## src/hdl/eqmf_pkg.sv

```systemverilog
`timescale 1ns / 1ps
`default_nettype none
package eqmf_pkg;

  localparam int DEPTH_DEF     = 64;
  localparam int PAYLOAD_W_DEF = 32;

  localparam logic [7:0] TYPE_LIMIT  = 8'd32;
  localparam logic [5:0] MAX_RESULTS = 6'd63;

  localparam logic [1:0] OP_PUSH = 2'd0;
  localparam logic [1:0] OP_POP  = 2'd1;
  localparam logic [1:0] OP_PEEK = 2'd2;
  localparam logic [1:0] OP_TAKE = 2'd3;

  localparam logic [1:0] ST_OK    = 2'd0;
  localparam logic [1:0] ST_FULL  = 2'd1;
  localparam logic [1:0] ST_EMPTY = 2'd2;

  typedef struct packed {
    logic [1:0]  op;
    logic [7:0]  event_type;
    logic [31:0] event_payload;
    logic [31:0] type_mask;
    logic [6:0]  max_count;
  } in_item_t;

  typedef struct packed {
    logic        event_valid;
    logic [7:0]  out_type;
    logic [31:0] out_payload;
    logic        is_last;
    logic [5:0]  match_total;
    logic [1:0]  status;
  } out_item_t;

  typedef struct packed {
    logic shift;
    logic load;
  } cell_ctl_t;

endpackage
`default_nettype wire

```

## src/hdl/event_queue_mask_filter_unit.sv

```systemverilog
`timescale 1ns / 1ps
`default_nettype none
// Event queue with masked extract.
// Input channel in_valid/in_ready/in_data carries one command item: push,
// pop, peek matching or take matching. Output channel out_valid/out_ready/
// out_data carries result items; the last result of a command has is_last.
// Entries live in a chain of DEPTH-1 cells, oldest in cell 0, packed.
// Push and pop: one result, registered in the cycle after the item is taken;
// a new command is taken each cycle while the output register drains.
// Peek and take: the chain rotates by one cell per cycle while the walk is
// not paused, visiting each stored entry once; the final result leaves at the end
// of the walk, earlier matches as the next match shows up.
// When the receiver stalls, the output register holds and the walk pauses
// at a match that needs the register; no command is taken until the
// result register can load.
// Reset empties the queue and clears out_valid; stored entries and
// out_data are not cleared.
module event_queue_mask_filter_unit #(
  parameter int DEPTH     = eqmf_pkg::DEPTH_DEF,
  parameter int PAYLOAD_W = eqmf_pkg::PAYLOAD_W_DEF
) (
  input  wire logic                clk,
  input  wire logic                rst,
  input  wire logic                in_valid,
  output logic                     in_ready,
  input  wire eqmf_pkg::in_item_t  in_data,
  output logic                     out_valid,
  input  wire logic                out_ready,
  output eqmf_pkg::out_item_t      out_data
);

  localparam int N       = DEPTH - 1;
  localparam int CW      = $clog2(DEPTH);
  localparam int ENTRY_W = 8 + PAYLOAD_W;

  typedef enum logic [2:0] {
    S_IDLE = 3'b001,
    S_WALK = 3'b010,
    S_FIN  = 3'b100
  } state_t;

  state_t              state;
  logic [CW-1:0]       count;
  logic [CW-1:0]       steps;
  logic [31:0]         mask_q;
  logic [5:0]          limit_q;
  logic                take_q;
  logic [5:0]          matched;
  logic                pend_valid;
  logic [7:0]          pend_type;
  logic [31:0]         pend_payload;
  logic [5:0]          pend_total;

  logic [ENTRY_W-1:0]  cell_q [N];
  eqmf_pkg::cell_ctl_t ctl    [N];
  logic [ENTRY_W-1:0]  load_data;
  logic [ENTRY_W-1:0]  push_entry;
  logic [63:0]         push_wide;
  logic [63:0]         head_wide;
  logic [7:0]          head_type;
  logic [31:0]         head_payload;
  logic                can_load;
  logic                accept;
  logic                full;
  logic                hit;
  logic                keep;
  logic                walk_go;
  logic                out_load;

  assign can_load     = !out_valid || out_ready;
  assign in_ready     = (state == S_IDLE) && can_load;
  assign accept       = in_valid && in_ready;
  assign full         = (count == CW'(N));
  assign push_wide    = 64'(in_data.event_payload);
  assign push_entry   = {in_data.event_type, push_wide[PAYLOAD_W-1:0]};
  assign head_type    = cell_q[0][ENTRY_W-1 -: 8];
  assign head_wide    = 64'(cell_q[0][PAYLOAD_W-1:0]);
  assign head_payload = head_wide[31:0];
  assign hit          = (head_type < eqmf_pkg::TYPE_LIMIT) && mask_q[head_type[4:0]]
                        && (matched < limit_q);
  assign keep         = !hit || !take_q;
  // a second match needs the output register to pass on the held one
  assign walk_go      = (state == S_WALK) && !(hit && pend_valid && !can_load);
  assign load_data    = walk_go ? cell_q[0] : push_entry;
  assign out_load     = (accept && (in_data.op == eqmf_pkg::OP_PUSH
                                    || in_data.op == eqmf_pkg::OP_POP))
                        || (walk_go && hit && pend_valid)
                        || ((state == S_FIN) && can_load);

  for (genvar i = 0; i < N; i++) begin : g_cell
    logic [ENTRY_W-1:0] right;
    if (i == N - 1) begin : g_tail
      assign right = '0;
    end else begin : g_mid
      assign right = cell_q[i+1];
    end
    always_comb begin
      ctl[i].shift = (accept && in_data.op == eqmf_pkg::OP_POP && count != '0)
                     || walk_go;
      ctl[i].load  = (accept && in_data.op == eqmf_pkg::OP_PUSH && !full
                      && count == CW'(i))
                     || (walk_go && keep && count == CW'(i + 1));
    end
    eqmf_cell #(.ENTRY_W(ENTRY_W)) u_cell (
      .clk       (clk),
      .ctl       (ctl[i]),
      .right     (right),
      .load_data (load_data),
      .entry     (cell_q[i])
    );
  end

  always_ff @(posedge clk) begin
    if (rst) begin
      state      <= S_IDLE;
      out_valid  <= 1'b0;
      count      <= '0;
      pend_valid <= 1'b0;
    end else begin
      if (out_load) begin
        out_valid <= 1'b1;
      end else if (out_ready) begin
        out_valid <= 1'b0;
      end
      unique case (state)
        S_IDLE: begin
          if (accept) begin
            case (in_data.op)
              eqmf_pkg::OP_PUSH: begin
                out_data  <= '{1'b0, 8'd0, 32'd0, 1'b1, 6'd0,
                               full ? eqmf_pkg::ST_FULL : eqmf_pkg::ST_OK};
                if (!full) begin
                  count <= count + CW'(1);
                end
              end
              eqmf_pkg::OP_POP: begin
                if (count == '0) begin
                  out_data <= '{1'b0, 8'd0, 32'd0, 1'b1, 6'd0, eqmf_pkg::ST_EMPTY};
                end else begin
                  out_data <= '{1'b1, head_type, head_payload, 1'b1, 6'd0,
                                eqmf_pkg::ST_OK};
                  count    <= count - CW'(1);
                end
              end
              default: begin
                mask_q     <= in_data.type_mask;
                limit_q    <= (in_data.max_count > 7'(eqmf_pkg::MAX_RESULTS))
                              ? eqmf_pkg::MAX_RESULTS : in_data.max_count[5:0];
                take_q     <= (in_data.op == eqmf_pkg::OP_TAKE);
                matched    <= '0;
                pend_valid <= 1'b0;
                steps      <= count;
                state      <= (count == '0) ? S_FIN : S_WALK;
              end
            endcase
          end
        end
        S_WALK: begin
          if (walk_go) begin
            if (hit) begin
              if (pend_valid) begin
                out_data  <= '{1'b1, pend_type, pend_payload, 1'b0, pend_total,
                               eqmf_pkg::ST_OK};
              end
              pend_valid   <= 1'b1;
              pend_type    <= head_type;
              pend_payload <= head_payload;
              pend_total   <= matched + 6'd1;
              matched      <= matched + 6'd1;
            end
            if (!keep) begin
              count <= count - CW'(1);
            end
            steps <= steps - CW'(1);
            if (steps == CW'(1)) begin
              state <= S_FIN;
            end
          end
        end
        S_FIN: begin
          if (can_load) begin
            if (pend_valid) begin
              out_data <= '{1'b1, pend_type, pend_payload, 1'b1, pend_total,
                            eqmf_pkg::ST_OK};
            end else begin
              out_data <= '{1'b0, 8'd0, 32'd0, 1'b1, 6'd0, eqmf_pkg::ST_OK};
            end
            pend_valid <= 1'b0;
            state      <= S_IDLE;
          end
        end
        default: state <= S_IDLE;
      endcase
    end
  end

endmodule
`default_nettype wire

```

## src/hdl/eqmf_cell.sv

```systemverilog
`timescale 1ns / 1ps
`default_nettype none
module eqmf_cell #(
  parameter int ENTRY_W = 8 + eqmf_pkg::PAYLOAD_W_DEF
) (
  input  wire logic                clk,
  input  wire eqmf_pkg::cell_ctl_t ctl,
  input  wire logic [ENTRY_W-1:0]  right,
  input  wire logic [ENTRY_W-1:0]  load_data,
  output logic      [ENTRY_W-1:0]  entry
);

  // load wins over shift: the last occupied cell takes the recirculated item
  always_ff @(posedge clk) begin
    if (ctl.load) begin
      entry <= load_data;
    end else if (ctl.shift) begin
      entry <= right;
    end
  end

endmodule
`default_nettype wire

```

## config.mk

```make
export PLATFORM = sky130hd
export DESIGN_NAME = event_queue_mask_filter_unit
export DESIGN_NICKNAME = d
export VERILOG_FILES = /design/src/hdl/eqmf_pkg.sv /design/src/hdl/event_queue_mask_filter_unit.sv /design/src/hdl/eqmf_cell.sv
export SDC_FILE = /design/constraint.sdc
export NUM_CORES = 2
export LEC_CHECK = 0
export BUFFER_PORTS_ARGS = -buffer_cell sky130_fd_sc_hd__buf_4
export CAP_MARGIN = 20
export CORE_MARGIN = 1
export CORE_UTILIZATION = 45
export DETAILED_ROUTE_END_ITERATION = 6
export GPL_TIMING_DRIVEN = 0
export HOLD_SLACK_MARGIN = 0.08
export PLACE_DENSITY = 0.64
export REMOVE_ABC_BUFFERS = 1
export SLEW_MARGIN = 25
export SYNTH_ARGS = -nofsm -noshare
export SYNTH_HDL_FRONTEND = slang
export SYNTH_HIERARCHICAL = 1
export SYNTH_SLANG_ARGS = --single-unit
export TNS_END_PERCENT = 50
```

## constraint.sdc

```tcl
create_clock -name clk -period 8.8 [get_ports clk]
set_clock_uncertainty 0.1 [all_clocks]
set_input_delay 0.44 -clock clk [delete_from_list [all_inputs] [get_ports clk]]
set_output_delay 0.44 -clock clk [all_outputs]
set_load 0.01 [all_outputs]
```

==> impl_metrics.json <==
{
  "status": "finished, final reports clean",
  "die_w_um": 534,
  "fin_ws_ps": 2550,
  "grt_util_met1": 0.247,
  "ys_types": 58,
  "numCtsBuffers": 288,
  "synth-simple-area-share": 0.0112,
  "critPathKind": "reg -> reg",
  "synth-main-ff-cell": "edfxtp_1",
  "finalNonFillerCells": 10500,
  "rsz0062_at_grt": "false",
  "port-buffer-count": 136,
  "hold_viol_final": 0,
  "final_net_count": 6643,
  "synth_seq_area_share": 0.631,
  "avgSynthCellArea_um2": 21.0,
  "maxCapViolCount": 0,
  "dr.pass1.iters": 7,
  "htree_num_levels": 5,
  "drc": 0,
  "placed_cells": 9928,
  "critPathMaxFanout": 20,
  "drt_iter0_drc": 3929,
  "finalMaxSlewViolations": 0,
  "relSlewSlack": 0.324,
  "max_freq_mhz": 160,
  "wirelength_um": 256000,
  "cts_sinks": 2678,
  "ctsResizeCount": 0,
  "post_cts_buffers": 0,
  "min_period_ps": 6250,
  "synth_compound_area_frac": 0.00854,
  "die_h_um": 534,
  "vias": 56700,
  "via_per_inst": 5.41,
  "antenna_found_initial": 5,
  "grt_pass1_wl_um": 395000,
  "post_drt_wl_per_cell_um": 24.4,
  "coreArea_um2": 280000,
  "fin_setup_tns_ps": 0,
  "dp.final_hpwl_um": 168000,
  "layout_commonest_cell": "edfxtp_1",
  "fin_crit_sh": 0.710,
  "ys_async_sr_fraction": 0,
  "arrival_ps": 6740,
  "grt_max_degree": 64,
  "synth_xor_xnor_area_share": 0.000619,
  "grt_overflow": 0,
  "final_util": 0.515,
  "syn_area_um2": 127000,
  "synthToLayoutAreaGrowth_pct": 13.5,
  "antenna_left": 0,
  "most-common-layout-cells": "2667 x edfxtp_1, 2497 x mux2_4, 293 x clkbuf_16",
  "grt.total_usage": 0.179,
  "synth_area_leaders": "edfxtp_1 63%, mux2_4 29%, buf_12 4.0%",
  "start_kind": "flop",
  "use_met2": 0.298,
  "cts_tree": "yes",
  "tightest_slew_ps": 1010,
  "synth.top_cell.area_share": 0.629,
  "ios": 137,
  "cp.required_ps": 9290,
  "clk_latency_ps": 850,
  "hold_class": "in -> reg",
  "vdd_ir_drop_max_mv": 0.164,
  "power_per_cell_area_nw_per_um2": 193,
  "start_util": 0.454,
  "muxShareOfSynthArea": 0.301,
  "rows": 194,
  "power.total_mw": 27.9,
  "grt_pass1_vias": 60600,
  "synth_edf_count": 2667,
  "syn_inst": 6068,
  "synth_fa_ha_area_frac": 0.00128,
  "synth-warning-count": 6,
  "drive_gt1_frac": 0.522,
  "clk_pin_slew_ps": 60,
  "met3_usage": 0.0260,
  "synth_top_family_by_area": "multiplexers",
  "dpl_worst_slack_ps": 2720,
  "cts_root_buf": "clkbuf_16",
  "gp_congestion": 0.831,
  "synth_area_leader_cell": "edfxtp_1",
  "power_leakage_nw": 50.9,
  "hold_buffers": 50,
  "end_kind": "flop",
  "cts_buffer_depth": 4,
  "ys_ff_latch": 2678,
  "die-area_um2": 285000,
  "finalSetupViolCount": 0,
  "globalRoute.busiestLayer": "met2"
}
## per-stage QoR
stage / hold slack (ps) / area (µm²)
2_1_floorplan: 343 / 122000
3_3_place_gp: 359 / 127000
3_5_place_dp: 372 / 135000
4_1_cts: 117 / 144000
5_1_grt: 155 / 145000
6_report: 172 / 145000
## kinds of logic (layout without fill, tap and decap cells)
family / count (synthesis) / count (layout)
buffers and inverters: 367 / 1021
DFF: 2678 / 2678
muxes: 2582 / 2582
and+or+nand+nor: 270 / 270
xor gates and xnor gates: 9 / 9
adders and majority gates: 13 / 13
AOI/OAI and AO/OA: 148 / 148
other: 1 / 41
## metal layers
metal	vias up	wire [µm]
met5	-	0
li1	24800	-
met3	411	11300
met2	1235	124000
met4	0	5630
met1	30300	115000
## flip-flops by register name, indices dropped and copies added (netlist names)
name	cells
out_data	50
pend_total	6
pend_type	8
matched	6
out_valid	1
limit_q	6
take_q	1
steps	6
g_cell.u_cell/entry	2520
count	6
pend_valid	1
mask_q	32
pend_payload	32
state	3
## final cells by class
type	instances	area (µm²)
fillers	21800	136000
well taps	3724	4660
repair buffers	502	8560
inverters	13	48.8
multi-input cells	3062	42300
clock buffers	366	7610
diodes	1	2.50
flip-flops and latches	2678	80300
clock inverters	140	982
## report_power, final
group	leakage, nW	switching [mW]	internal (mW)
Sequential	24.2	0.167	14.6
Combinational	22.6	1.02	0.815
Clock	4.18	4.89	6.43
Total	50.9	6.08	21.8
## worst max-delay path, cell delays in order, from the launching register on
cell	delay [ps]
edfxtp_1	1010
nor2b_1	120
a2111oi_0	680
o21ai_1	500
o211ai_2	790
a32oi_1	410
nor3_2	700
buf_4	310
buf_4	210
buf_4	210
buf_4	210
buf_4	200
buf_4	210
mux2_4	320
## final timing paths
kind | start | end | slack (ps) | cells past startpoint
setup / recovery | g_cell[0].u_cell/entry[32] | g_cell[48].u_cell/entry[39] | 2550 | 13
hold / removal | in_data[55] | g_cell[1].u_cell/entry[16] | 170 | 3
setup reg to reg | g_cell[0].u_cell/entry[32] | g_cell[48].u_cell/entry[39] | 2550 | 13
hold reg to reg | g_cell[0].u_cell/entry[3] | pend_payload[3] | 380 | 0
## cell usage after synthesis, types with 17 or more instances
cell / number
nor2_1: 34
or2_1: 63
o22ai_1: 38
a21oi_1: 17
buf_6: 69
nand3_1: 27
nand2_1: 63
clkbuf_1: 28
edfxtp_1: 2667
buf_12: 252
a22o_1: 40
mux2_2: 107
mux2_4: 2457
Note: power is estimated with default switching activity, not from simulation.
